**src/design/rsl_pkg.sv**
```systemverilog
// rsl_pkg: shared types, codes and constants for the rgb status led pattern block
// no dependencies; used by rsl_div, rsl_scale and rgb_status_led_pattern
package rsl_pkg;

  localparam int unsigned LvlW     = 8;
  localparam int unsigned MsW      = 16;
  localparam int unsigned TimeW    = 32;
  localparam int unsigned ModeW    = 3;
  localparam int unsigned CfgIdxW  = 3;
  localparam int unsigned CfgDataW = 16;

  // divider: numerator is 510 * x with x below 2^16, denominator is the ramp length
  localparam int unsigned NumW     = 25;
  localparam int unsigned DenW     = MsW;
  localparam int unsigned DivSteps = LvlW + 1;
  localparam int unsigned DivCntW  = $clog2(DivSteps + 1);

  localparam logic [LvlW-1:0] LvlMax = {LvlW{1'b1}};

  // status modes
  localparam logic [ModeW-1:0] MODE_STANDBY  = 3'd0;
  localparam logic [ModeW-1:0] MODE_OFF      = 3'd1;
  localparam logic [ModeW-1:0] MODE_TRANSMIT = 3'd2;
  localparam logic [ModeW-1:0] MODE_RECEIVE  = 3'd3;
  localparam logic [ModeW-1:0] MODE_BUSY     = 3'd4;
  localparam logic [ModeW-1:0] MODE_ERROR    = 3'd5;
  localparam logic [ModeW-1:0] MODE_BLINK    = 3'd6;

  // configuration register indexes
  localparam logic [CfgIdxW-1:0] CFG_BREATHE_ON  = 3'd0;
  localparam logic [CfgIdxW-1:0] CFG_BREATHE_OFF = 3'd1;
  localparam logic [CfgIdxW-1:0] CFG_BLINK_ON    = 3'd2;
  localparam logic [CfgIdxW-1:0] CFG_BLINK_OFF   = 3'd3;
  localparam logic [CfgIdxW-1:0] CFG_CATHODE     = 3'd4;
  localparam logic [CfgIdxW-1:0] CFG_DIM_SCALE   = 3'd5;

  typedef logic [LvlW-1:0] lvl_t;
  // index 0 red, 1 green, 2 blue
  typedef lvl_t [2:0] rgb_t;

  typedef struct packed {
    logic            start;
    logic [NumW-1:0] num;
    logic [DenW-1:0] den;
  } div_req_t;

  typedef struct packed {
    logic       done;
    lvl_t       quo;
  } div_rsp_t;

  // blink colour of a mode, as fractions over 255
  function automatic rgb_t mode_colour(logic [ModeW-1:0] mode);
    rgb_t c;
    case (mode)
      MODE_TRANSMIT: c = {8'd255, 8'd0,   8'd0};
      MODE_RECEIVE:  c = {8'd227, 8'd43,  8'd138};
      MODE_BUSY:     c = {8'd255, 8'd255, 8'd0};
      MODE_ERROR:    c = {8'd0,   8'd0,   8'd255};
      MODE_BLINK:    c = {8'd255, 8'd255, 8'd255};
      default:       c = '0;
    endcase
    return c;
  endfunction

endpackage

```
**src/design/rgb_status_led_pattern.sv**
```systemverilog
// rgb_status_led_pattern: status pattern for one rgb led, one poll item at a time
// depends on rsl_pkg, rsl_div, rsl_scale
//
// Each poll item carries the millisecond time, a status mode and a dim flag, and
// yields zero or one item of three pwm levels. The block takes one poll at a time:
// s_axis_tready is high only while it is idle. A poll with a fixed pattern (off
// mode, breathe pause, blink going dark) goes from S_EVAL straight to S_OUT; a
// blink going lit, or a breathe poll past the end of the ramp, passes its three
// colour channels one by one through the single 8x8 multiplier, S_MUL then S_LVL
// for each; a breathe ramp poll first runs the nine-step divider in S_DIV, then
// the three multiplier passes. The block is idle again at the edge that takes
// the result and only then accepts the next poll, so it takes no new poll
// before the last one has left. A poll without a result goes from S_EVAL back
// to S_IDLE. Configuration writes are taken at any time but belong in idle
// periods.
module rgb_status_led_pattern (
  input  logic                           clk_i,
  input  logic                           rst_ni,
  input  logic                           cfg_we_i,
  input  logic [rsl_pkg::CfgIdxW-1:0]    cfg_idx_i,
  input  logic [rsl_pkg::CfgDataW-1:0]   cfg_wdata_i,
  input  logic                           s_axis_tvalid,
  output logic                           s_axis_tready,
  input  logic [31:0]                    s_axis_tdata,   // now_ms[31:0]
  input  logic [3:0]                     s_axis_tuser,   // mode[2:0], dim[3]
  output logic                           m_axis_tvalid,
  input  logic                           m_axis_tready,
  output logic [23:0]                    m_axis_tdata    // red[7:0], green[15:8], blue[23:16]
);
  import rsl_pkg::*;

  typedef enum logic [5:0] {
    S_IDLE = 6'b000001,
    S_EVAL = 6'b000010,
    S_DIV  = 6'b000100,
    S_MUL  = 6'b001000,
    S_LVL  = 6'b010000,
    S_OUT  = 6'b100000
  } state_e;

  state_e state_q, state_d;

  // configuration
  logic [MsW-1:0] on_q, boff_q, lon_q, loff_q;
  logic           cath_q;
  lvl_t           dsc_q;

  // pattern state
  logic [TimeW-1:0] ps_q, ps_d, be_q, be_d;
  logic             lit_q, lit_d;
  rgb_t             frac_q, frac_d;

  // item working registers
  logic [TimeW-1:0] now_q, now_d;
  logic [ModeW-1:0] mode_q, mode_d;
  logic             dim_q, dim_d;
  rgb_t             src_q, src_d, lvl_q, lvl_d;
  logic [1:0]       ch_q, ch_d;

  // datapath terms
  logic [TimeW-1:0] elapsed;
  logic [DenW-1:0]  den, x;
  logic [MsW:0]     cycle_len;
  logic             rising, past_end, has_colour;
  rgb_t             colour;

  div_req_t div_req;
  div_rsp_t div_rsp;
  logic     scl_load;
  lvl_t     scl_factor, scl_res;

  always_ff @(posedge clk_i or negedge rst_ni) begin
    if (!rst_ni) begin
      on_q   <= 16'd2000;
      boff_q <= 16'd1000;
      lon_q  <= 16'd100;
      loff_q <= 16'd900;
      cath_q <= 1'b1;
      dsc_q  <= 8'd64;
    end else if (cfg_we_i) begin
      case (cfg_idx_i)
        CFG_BREATHE_ON:  on_q   <= cfg_wdata_i;
        CFG_BREATHE_OFF: boff_q <= cfg_wdata_i;
        CFG_BLINK_ON:    lon_q  <= cfg_wdata_i;
        CFG_BLINK_OFF:   loff_q <= cfg_wdata_i;
        CFG_CATHODE:     cath_q <= cfg_wdata_i[0];
        CFG_DIM_SCALE:   dsc_q  <= cfg_wdata_i[LvlW-1:0];
        default: ;
      endcase
    end
  end

  assign elapsed   = now_q - ps_q;
  assign den       = (on_q == '0) ? DenW'(1) : on_q;
  assign rising    = elapsed <= {{(TimeW-MsW+1){1'b0}}, on_q[MsW-1:1]};
  assign past_end  = elapsed >= {{(TimeW-DenW){1'b0}}, den};
  // rising edge of the ramp uses the elapsed time, falling edge the time left
  assign x         = rising ? elapsed[DenW-1:0] : den - elapsed[DenW-1:0];
  assign cycle_len = {1'b0, on_q} + {1'b0, boff_q};
  assign colour    = mode_colour(mode_q);

  always_comb begin
    case (mode_q)
      MODE_TRANSMIT, MODE_RECEIVE, MODE_BUSY, MODE_ERROR, MODE_BLINK: has_colour = 1'b1;
      default: has_colour = 1'b0;
    endcase
  end

  always_comb begin
    state_d = state_q;
    ps_d    = ps_q;
    be_d    = be_q;
    lit_d   = lit_q;
    frac_d  = frac_q;
    now_d   = now_q;
    mode_d  = mode_q;
    dim_d   = dim_q;
    src_d   = src_q;
    lvl_d   = lvl_q;
    ch_d    = ch_q;

    div_req.start = 1'b0;
    div_req.num   = {x, 9'd0} - {8'd0, x, 1'b0};   // 510 * x
    div_req.den   = den;
    scl_load      = 1'b0;
    scl_factor    = dim_q ? dsc_q : LvlMax;

    case (state_q)
      S_IDLE: begin
        if (s_axis_tvalid) begin
          now_d   = s_axis_tdata;
          mode_d  = s_axis_tuser[ModeW-1:0];
          dim_d   = s_axis_tuser[ModeW];
          state_d = S_EVAL;
        end
      end
      S_EVAL: begin
        src_d = '0;
        ch_d  = '0;
        if (mode_q == MODE_STANDBY) begin
          if (be_q <= {{(TimeW-MsW){1'b0}}, on_q}) begin
            be_d = elapsed;
            if (!rising && past_end) begin
              state_d = S_MUL;               // ramp finished, all fractions zero
            end else begin
              div_req.start = 1'b1;
              state_d       = S_DIV;
            end
          end else begin
            lvl_d   = {3{LvlMax}};
            state_d = S_OUT;
            if (be_q <= {{(TimeW-MsW-1){1'b0}}, cycle_len}) begin
              be_d = elapsed;
            end else begin
              ps_d = now_q;
              be_d = '0;
            end
          end
        end else if (mode_q == MODE_OFF) begin
          lvl_d   = cath_q ? {3{LvlMax}} : '0;
          state_d = S_OUT;
        end else if (!lit_q && elapsed > {{(TimeW-MsW){1'b0}}, loff_q}) begin
          lit_d = 1'b1;
          ps_d  = now_q;
          // unused mode code keeps the fractions already held
          if (has_colour) begin
            frac_d = cath_q ? colour : ~colour;
          end
          src_d   = frac_d;
          state_d = S_MUL;
        end else if (lit_q && elapsed > {{(TimeW-MsW){1'b0}}, lon_q}) begin
          lit_d   = 1'b0;
          ps_d    = now_q;
          lvl_d   = {3{LvlMax}};
          state_d = S_OUT;
        end else begin
          state_d = S_IDLE;
        end
      end
      S_DIV: begin
        if (div_rsp.done) begin
          src_d[1] = div_rsp.quo;
          state_d  = S_MUL;
        end
      end
      S_MUL: begin
        scl_load = 1'b1;
        state_d  = S_LVL;
      end
      S_LVL: begin
        lvl_d[ch_q] = ~scl_res;
        if (ch_q == 2'd2) begin
          state_d = S_OUT;
        end else begin
          ch_d    = ch_q + 2'd1;
          state_d = S_MUL;
        end
      end
      S_OUT: begin
        if (m_axis_tready) begin
          state_d = S_IDLE;
        end
      end
      default: state_d = S_IDLE;
    endcase
  end

  always_ff @(posedge clk_i or negedge rst_ni) begin
    if (!rst_ni) begin
      state_q <= S_IDLE;
      ps_q    <= '0;
      be_q    <= '0;
      lit_q   <= 1'b0;
      frac_q  <= '0;
      ch_q    <= '0;
    end else begin
      state_q <= state_d;
      ps_q    <= ps_d;
      be_q    <= be_d;
      lit_q   <= lit_d;
      frac_q  <= frac_d;
      ch_q    <= ch_d;
    end
  end

  always_ff @(posedge clk_i) begin
    now_q  <= now_d;
    mode_q <= mode_d;
    dim_q  <= dim_d;
    src_q  <= src_d;
    lvl_q  <= lvl_d;
  end

  rsl_div u_div (
    .clk_i  (clk_i),
    .rst_ni (rst_ni),
    .req_i  (div_req),
    .rsp_o  (div_rsp)
  );

  rsl_scale u_scale (
    .clk_i    (clk_i),
    .load_i   (scl_load),
    .val_i    (src_q[ch_q]),
    .factor_i (scl_factor),
    .res_o    (scl_res)
  );

  assign s_axis_tready = (state_q == S_IDLE);
  assign m_axis_tvalid = (state_q == S_OUT);
  assign m_axis_tdata  = lvl_q;

endmodule

```
**src/design/rsl_div.sv**
```systemverilog
// rsl_div: restoring divider, one compare-subtract per cycle,
// quotient saturated to 255; depends on rsl_pkg
module rsl_div (
  input  logic               clk_i,
  input  logic               rst_ni,
  input  rsl_pkg::div_req_t  req_i,
  output rsl_pkg::div_rsp_t  rsp_o
);
  import rsl_pkg::*;

  logic [NumW-1:0]     rem_q, den_q, diff;
  logic [DivSteps-1:0] quo_q;
  logic [DivCntW-1:0]  cnt_q;
  logic                busy_q, done_q, ge;

  assign ge   = rem_q >= den_q;
  assign diff = rem_q - den_q;

  always_ff @(posedge clk_i or negedge rst_ni) begin
    if (!rst_ni) begin
      busy_q <= 1'b0;
      done_q <= 1'b0;
      cnt_q  <= '0;
    end else begin
      done_q <= 1'b0;
      if (req_i.start) begin
        busy_q <= 1'b1;
        cnt_q  <= DivCntW'(DivSteps);
      end else if (busy_q) begin
        cnt_q <= cnt_q - 1'b1;
        if (cnt_q == DivCntW'(1)) begin
          busy_q <= 1'b0;
          done_q <= 1'b1;
        end
      end
    end
  end

  // first step tests den << 8: a hit there means the quotient exceeds 255
  always_ff @(posedge clk_i) begin
    if (req_i.start) begin
      rem_q <= req_i.num;
      den_q <= {1'b0, req_i.den, {LvlW{1'b0}}};
      quo_q <= '0;
    end else if (busy_q) begin
      if (ge) begin
        rem_q <= diff;
      end
      quo_q <= {quo_q[DivSteps-2:0], ge};
      den_q <= den_q >> 1;
    end
  end

  assign rsp_o.done = done_q;
  assign rsp_o.quo  = quo_q[DivSteps-1] ? LvlMax : quo_q[LvlW-1:0];

endmodule

```
**src/design/rsl_scale.sv**
```systemverilog
// rsl_scale: 8x8 multiply with registered product, then exact floor divide by 255
// depends on rsl_pkg
module rsl_scale (
  input  logic              clk_i,
  input  logic              load_i,
  input  rsl_pkg::lvl_t     val_i,
  input  rsl_pkg::lvl_t     factor_i,
  output rsl_pkg::lvl_t     res_o
);
  import rsl_pkg::*;

  logic [2*LvlW-1:0] prod_q;
  logic [2*LvlW:0]   sum;

  always_ff @(posedge clk_i) begin
    if (load_i) begin
      prod_q <= {{LvlW{1'b0}}, val_i} * {{LvlW{1'b0}}, factor_i};
    end
  end

  // floor(p / 255) = (p + (p >> 8) + 1) >> 8 for any product of two 8-bit values
  assign sum   = {1'b0, prod_q} + {{(LvlW+1){1'b0}}, prod_q[2*LvlW-1:LvlW]}
               + {{(2*LvlW){1'b0}}, 1'b1};
  assign res_o = sum[2*LvlW-1:LvlW];

endmodule

```
**config.mk**
```make
export PLATFORM = sky130hd
export DESIGN_NAME = rgb_status_led_pattern
export DESIGN_NICKNAME = d
export VERILOG_FILES = /design/src/design/rsl_pkg.sv /design/src/design/rgb_status_led_pattern.sv /design/src/design/rsl_div.sv /design/src/design/rsl_scale.sv
export SDC_FILE = /design/constraint.sdc
export NUM_CORES = 1
export LEC_CHECK = 0
export ABC_AREA = 1
export BUFFER_PORTS_ARGS = -buffer_cell sky130_fd_sc_hd__buf_2
export CAP_MARGIN = 20
export CORE_ASPECT_RATIO = 0.8
export CORE_MARGIN = 3
export CORE_UTILIZATION = 40
export DETAILED_ROUTE_END_ITERATION = 6
export PLACE_DENSITY = 0.57
export SETUP_SLACK_MARGIN = 0.4
export SLEW_MARGIN = 20
export SYNTH_ARGS = -nofsm -noshare
export SYNTH_HDL_FRONTEND = slang
export SYNTH_SLANG_ARGS = --single-unit
```
**constraint.sdc**
```tcl
create_clock -name clk_i -period 6.8 [get_ports clk_i]
set_input_delay 1.02 -clock clk_i [delete_from_list [all_inputs] [get_ports clk_i]]
set_output_delay 1.02 -clock clk_i [all_outputs]
set_load 0.01 [all_outputs]
```
==> summary.md, run 1 <==
| Metric | Value |
|---|---|
| Ys async rst share | `52.7%` |
| Dominant synthesized flop cell | `dfrtp_1` |
| CTS clk-pin slew, worst paths | `0.06 ns` |
| Clock Sink Count | `334` |
| Initial Util | `40.9%` |
| Startpoint types | `register` |
| Average wire per standard cell | `16.5 um` |
| DRC | `0` |
| Post-DP HPWL | `51.7 mm` |
| Gr ovfl total | `0` |
| Unrepaired setup endpoints after global routing | `false` |
| Warnings, synthesis | `0` |
| Post-Synthesis Cells | `3099` |
| Critical Path AT | `6.08 ns` |
| GR Util met1 | `30.4%` |
| Cell with the most instances after synthesis | `nand2_1` |
| Worst slew pin tran | `0.981 ns` |
| Area of the multi-input gates | `12700 sq um` |
| Global-route layer with the greatest usage | `met2` |
| Die H | `226 um` |
| Placer Congestion | `0.918` |
| Hold Crit Class | `register to register` |
| Largest net degree at the start of global routing | `80` |
| Post-synthesis sequential area ratio | `37.3%` |
| Final Setup Violations | `0` |
| Critical Path Slowest Stage Cell | `fa_1` |
| Slew Viols, Final | `0` |
| Critical Path Max Stage Delay | `0.55 ns` |
| First-pass DRT Iterations | `6` |
| Initial antenna violation count | `5` |
| Slew HR | `34.5%` |
| All-Layer GR Usage | `20.8%` |
| Iter 0 DRT Violations | `1502` |
| Post-synth EDFFs | `141` |
| M3 GR Usage | `3.71%` |
| Drt total wl | `65.6 mm` |
| CTS root buf | `clkbuf_16` |
| First-pass GRT wire length | `105 mm` |
| Vias | `20200` |
| Avg Inst Size Synth | `7.78 sq um` |
| Met2 Use GR | `32.6%` |
| Area grow syn2layout | `11.2%` |
| Final period util | `84.8%` |
| Top post-synthesis cells by area | `edfxtp_1 (18%), dfrtp_1 (16%), ha_1 (12%)` |
| Vias in the first global route | `19400` |
| Commonest cells post-synth | `nand2_1 (709), inv_1 (543), o21ai_0 (245)` |
| CP dominant cell by count | `inv_1` |
| Yosys top cell area share | `17.6%` |
| Tmin final | `5.77 ns` |
| Worst setup path class | `register to register` |
| Die area | `63300 sq um` |
| Nets | `3518` |
| Hold Vio Cnt, Final | `0` |
| Synthesized cell area | `24100 sq um` |
| H-tree level count | `2` |
| Register area | `9010 sq um` |
| CTS Hold Buffers Added | `0` |
| Register bit total from synthesis | `334` |
| Crit-path leading delay family | `adder cells` |
| Bufs and invs on worst path | `7` |
| Setup TNS Final | `0 ns` |
| DRT antenna net count | `0` |
| Fillers | `5908` |
| Max Cap Viol | `0` |
| Syn_nets | `3437` |
| CTS tree | `built` |
| Crit end category | `register` |
| Worst endpoint required time | `7.11 ns` |
| Clock Skew | `0.0271 ns` |
| Clock Path Buffers | `3` |
| Status | `finished clean` |
| Largest area contributor in the netlist | `edfxtp_1` |
| Die X | `281 um` |
| Port Buffers | `85` |
| Top Ports | `86` |
| Synth cell types | `58` |
| Clock Latency Late Sink | `0.57 ns` |
| F_max | `0.173 GHz` |
| Share of cells above drive strength 1 | `9.26%` |
| # rows | `79` |
| Total CTS buffers | `38` |
| Finished Layout Cells | `3979` |
| Via-to-Cell Ratio | `5.08` |
| DP Cell Count | `3909` |
| Worst-path fanout max | `8` |
| Core Area | `58900 sq um` |
==> worst reg2reg max path, cell delays in order (launching register included) <==
cell      delay [ns]
dfrtp_1         0.48
inv_1           0.16
nor2_1          0.19
inv_1           0.12
o21ai_0         0.40
inv_1           0.20
nor2_1          0.18
fa_1            0.42
ha_1            0.29
inv_1           0.05
fa_1            0.50
fa_1            0.55
inv_1           0.05
ha_1            0.34
a21oi_1         0.14
and2_1          0.16
inv_1           0.05
a21oi_1         0.18
o21bai_1        0.12
a21oi_1         0.14
o21bai_1        0.10
a21oi_1         0.13
inv_1           0.05
a21oi_1         0.18
o21ai_0         0.10
a21oi_1         0.15
xor2_1          0.09
==> logic make-up (layout without fill, tap and decap cells) <==
| logic type | Yosys count | count (layout) | synth area share, % |
|---|---|---|---|
| xor+xnor | 81 | 81 | 2.94 |
| flops | 334 | 334 | 37.3 |
| fa+ha+maj | 278 | 278 | 15.7 |
| compound gates | 572 | 572 | 13.1 |
| other cells | 0 | 2 | 0 |
| simple gates | 1189 | 1189 | 20.8 |
| buf+inv | 645 | 754 | 10.1 |
==> per-layer routing <==
metal,share of wire (%),vias to the layer above
met5,0.021,-
met4,1.6,2
met3,6.5,62
met2,43,488
met1,49,9478
li1,-,10200
==> what timing repair did <==
item / 4_1_cts / 5_1_grt
setup buffers: 0 / 0
endpoints found under the setup margin: 0 / 1
resized for setup: 0 / 1
==> final timing paths <==
kind	end	slack, ns	depth (start not counted)	startpoint
worst max register to register	u_scale.prod_q[15]	1.03	26	ch_q[1]
max in group asynchronous	ps_q[18]	5.02	2	rst_ni
worst min-delay path	u_div.den_q[5]	0.48	2	u_div.den_q[6]
worst min register to register	u_div.den_q[5]	0.48	2	u_div.den_q[6]
min in group asynchronous	state_q[5]	0.51	1	rst_ni
worst max-delay path	u_scale.prod_q[15]	1.03	26	ch_q[1]
==> final cells by class <==
type | instances | share of cell area (%)
Antenna cell | 2 | 0.0187
Clock buffer | 47 | 4.02
Clock inverter | 21 | 0.887
Inverter | 573 | 8.02
Multi-Input combinational cell | 2120 | 47.5
Sequential cell | 334 | 33.6
Tap cell | 769 | 3.59
Timing Repair Buffer | 113 | 2.40
==> flip-flops by register name, summed over array words and instances, names as in the netlist, 2 cells and up <==
name / count
be_q: 32
boff_q: 16
ch_q: 2
dsc_q: 8
frac_q: 24
loff_q: 16
lon_q: 16
m_axis_tdata: 24
mode_q: 3
now_q: 32
on_q: 16
ps_q: 32
src_q: 24
state_q: 6
u_div.cnt_q: 4
u_div.den_q: 24
u_div.quo_q: 9
u_div.rem_q: 25
u_scale.prod_q: 16
==> placed cells by master (no fill, tap or decap), drive strengths merged, types with 4 or more instances in the layout <==
cell type    n
o22ai        4
o221ai       5
inv        566
xor2        55
nor2       252
nor4        11
clkinv      21
o21a         4
fa          40
buf        112
a21o         4
nand3b       6
o21ai      254
a21oi      213
ha         238
bufinv       4
nor3        24
nand4       33
dfstp       22
o211ai      21
edfxtp     141
a31oi        5
nand2      733
dfxtp       17
clkbuf      48
nand3      110
xnor2       26
dfrtp      154
o31ai       34
or2         10
o21bai      13
and3         4
o2111ai      4
==> per-stage QoR <==
step	setup slack (ns)	utilization, %	hold WS, ns	area (sq um)
5_1_grt	0.524	45.5	0.498	26800
4_1_cts	0.911	45.5	0.488	26800
3_3_place_gp	0.938	43.3	0.467	25500
6_report	1.03	45.5	0.482	26800
3_5_place_dp	0.940	43.3	0.472	25500
2_1_floorplan	1.44	-	0.449	24100
Power of run 1 is not shown: default switching activity piles up to over one toggle a cycle in this logic, so the estimate is an artifact.
==> run 2, diff against run 1 <==
--- a/config.mk
+++ b/config.mk
@@ -5,14 +5,14 @@
 export SDC_FILE = /design/constraint.sdc
 export NUM_CORES = 1
 export LEC_CHECK = 0
-export ABC_AREA = 1
+export ABC_AREA = 0
 export BUFFER_PORTS_ARGS = -buffer_cell sky130_fd_sc_hd__buf_2
 export CAP_MARGIN = 20
 export CORE_ASPECT_RATIO = 0.8
 export CORE_MARGIN = 3
 export CORE_UTILIZATION = 40
 export DETAILED_ROUTE_END_ITERATION = 6
-export PLACE_DENSITY = 0.57
+export PLACE_DENSITY = 0.59
 export SETUP_SLACK_MARGIN = 0.4
 export SLEW_MARGIN = 20
 export SYNTH_ARGS = -nofsm -noshare
==> constraint.sdc (replaced) <==
create_clock -name clk_i -period 4.6 [get_ports clk_i]
set_input_delay 0.69 -clock clk_i [delete_from_list [all_inputs] [get_ports clk_i]]
set_output_delay 0.69 -clock clk_i [all_outputs]
set_load 0.01 [all_outputs]
==> summary.md, run 2 <==
| Metric | Value |
|---|---|
| Area grow syn2layout | `34.4%` |
| Drt total wl | `73.4 mm` |
| Finished Layout Cells | `3897` |
| Cell area after layout | `32100 sq um` |
| Hold Crit Class | `primary input to async pin` |
| Tmin final | `6.21 ns` |
| Via-to-Cell Ratio | `5.40` |
| Register bit total from synthesis | `334` |
| CTS Hold Buffers Added | `0` |
| Post-synth EDFFs | `141` |
| Clock Latency Late Sink | `0.58 ns` |
| Initial antenna violation count | `2` |
| R2R Setup Slk | `-1.61 ns` |
| CTS root buf | `clkbuf_16` |
| # rows | `79` |
| Area of placed instances | `28700 sq um` |
| Most frequent cells in the layout | `buf_4 (453), nand2_1 (219), ha_1 (216), inv_1 (212), o21ai_0 (165)` |
| Die X | `279 um` |
| Status | `complete, but fails checks` |
| Post-DP HPWL | `55.3 mm` |
| Iter 0 DRT Violations | `1567` |
| Clock Path Buffers | `3` |
| Met2 Use GR | `33.4%` |
| Initial Util | `40.8%` |
| H-tree level count | `2` |
| Vias in the first global route | `20600` |
| Total CTS buffers | `41` |
| Nets | `3432` |
| M3 GR Usage | `3.55%` |
| Largest area contributor in the netlist | `edfxtp_1` |
| Top Ports | `86` |
| Worst setup path class | `register to register` |
| Syn_nets | `2884` |
| Synthesized cell area | `23900 sq um` |
| Worst-path fanout max | `6` |
| Clock Skew | `0.0288 ns` |
| Critical Path Max Stage Delay | `0.38 ns` |
| Hold Vio Cnt, Final | `0` |
| Fillers | `5218` |
| Commonest cells post-synth | `ha_1 (238), nand2_1 (231), inv_1 (226)` |
| Commonest non-fill, non-tap cell in the layout | `buf_4` |
| Avg Inst Size Synth | `9.39 sq um` |
| F_max | `0.161 GHz` |
| First-pass DRT Iterations | `6` |
| Core Area | `58600 sq um` |
| Vias | `21000` |
| Slew Viols, Final | `0` |
| Post-synthesis sequential area ratio | `37.7%` |
| DRT antenna net count | `0` |
| Die H | `225 um` |
| Slew HR | `24.7%` |
| Critical Path AT | `6.53 ns` |
| Unrepaired setup endpoints after global routing | `true` |
| CTS tree | `built` |
| All-Layer GR Usage | `23.1%` |
| Yosys top cell area share | `17.7%` |
| Post-Synthesis Cells | `2546` |
| Placer Congestion | `0.936` |
| Average wire per standard cell | `18.8 um` |
| Crit end category | `register` |
| Global-route layer with the greatest usage | `met1` |
| DP Cell Count | `3737` |
| Ys async rst share | `52.7%` |
| Final period util | `135%` |
| Startpoint types | `register` |
| Dominant synthesized flop cell | `dfrtp_1` |
| Synth cell types | `88` |
| Critical Path Slowest Stage Cell | `edfxtp_1` |
| Largest regs | `be_q (32), now_q (32), ps_q (32)` |
| Largest net degree at the start of global routing | `102` |
| Final Setup Violations | `206` |
| GR Util met1 | `35.7%` |
| Top post-synthesis cells by area | `edfxtp_1 (18%), dfrtp_1 (16%), ha_1 (12%)` |
| Worst endpoint required time | `4.93 ns` |
| Worst slew pin tran | `1.13 ns` |
| Gr ovfl total | `0` |
| First-pass GRT wire length | `114 mm` |
| R2R depth | `34` |
| Warnings, synthesis | `0` |
| Violated checks | `setup timing` |
| Max Cap Viol | `0` |
| DRC | `0` |
| Worst slack at placement | `-1.63 ns` |
| Post-route worst setup slack | `-1.61 ns` |
| Clock Sink Count | `334` |
| Port Buffers | `85` |
| WHS | `0.0137 ns` |
| Share of cells above drive strength 1 | `33.3%` |
| CTS clk-pin slew, worst paths | `0.07 ns` |
| Die area | `62800 sq um` |
| Cell with the most instances after synthesis | `ha_1` |
run 2: stage by stage:
step	setup TNS, ns	utilization [%]
6_report	-76.27	54.8
2_1_floorplan	-22.64	-
4_1_cts	-62.17	53.1
3_3_place_gp	-80.81	48.9
3_5_place_dp	-93.27	48.9
5_1_grt	-130.88	54.8
run 2: cell type report:
class / instances / area, sq um / share of cell area [%]
diodes: 1 / 2.50 / 0.00779
clock buffers: 57 / 1130 / 3.50
clock inverters: 19 / 211 / 0.658
inverters: 227 / 855 / 2.66
multi-input cells: 1890 / 15200 / 47.4
flip-flops and latches: 334 / 9010 / 28.0
well taps: 769 / 962 / 2.99
repair buffers: 600 / 4740 / 14.7
run 2: repair_timing:
action | 4_1_cts | 5_1_grt
endpoints found under the setup margin | 256 | 255
gates cloned | 4 | 0
resized for setup | 150 | 165
pin swaps | 97 | 108
endpoints found under the hold margin | 0 | 0
setup buffers | 44 | 34
run 2: worst paths after layout:
path,startpoint,end
setup reg to reg,now_q[0],u_div.rem_q[21]
max in group asynchronous,rst_ni,ps_q[31]
hold reg to reg,frac_q[7],frac_q[7]
hold / removal,rst_ni,state_q[5]
min in group clk_i,s_axis_tdata[13],now_q[13]
setup / recovery,now_q[0],u_div.rem_q[21]
run 2: logic make-up after synthesis:
group,count (synthesis),synth area share [%]
buffers and inverters,323,5.21
AOI/OAI and AO/OA,655,16.8
muxes,132,6.04
adders and majority gates,279,15.8
and+or+nand+nor,717,14.5
xor gates and xnor gates,106,3.88
DFF,334,37.7
run 2: metal layers:
metal | vias to the layer above | part of all wire [%]
met4 | 0 | 2.2
li1 | 10100 | -
met3 | 94 | 6.7
met1 | 10300 | 49
met5 | - | 0
met2 | 561 | 42
run 2: critical path, delay by kind of cell, from the launching register on:
kind / cells / cell delay (ns)
DFF: 1 / 0.38
adders and majority gates: 5 / 1.31
AOI/OAI and AO/OA: 13 / 2.00
and+or+nand+nor: 7 / 1.12
buffers and inverters: 7 / 0.65
muxes: 1 / 0.30
xor gates and xnor gates: 1 / 0.18
Power of run 2 is left out for the same reason.
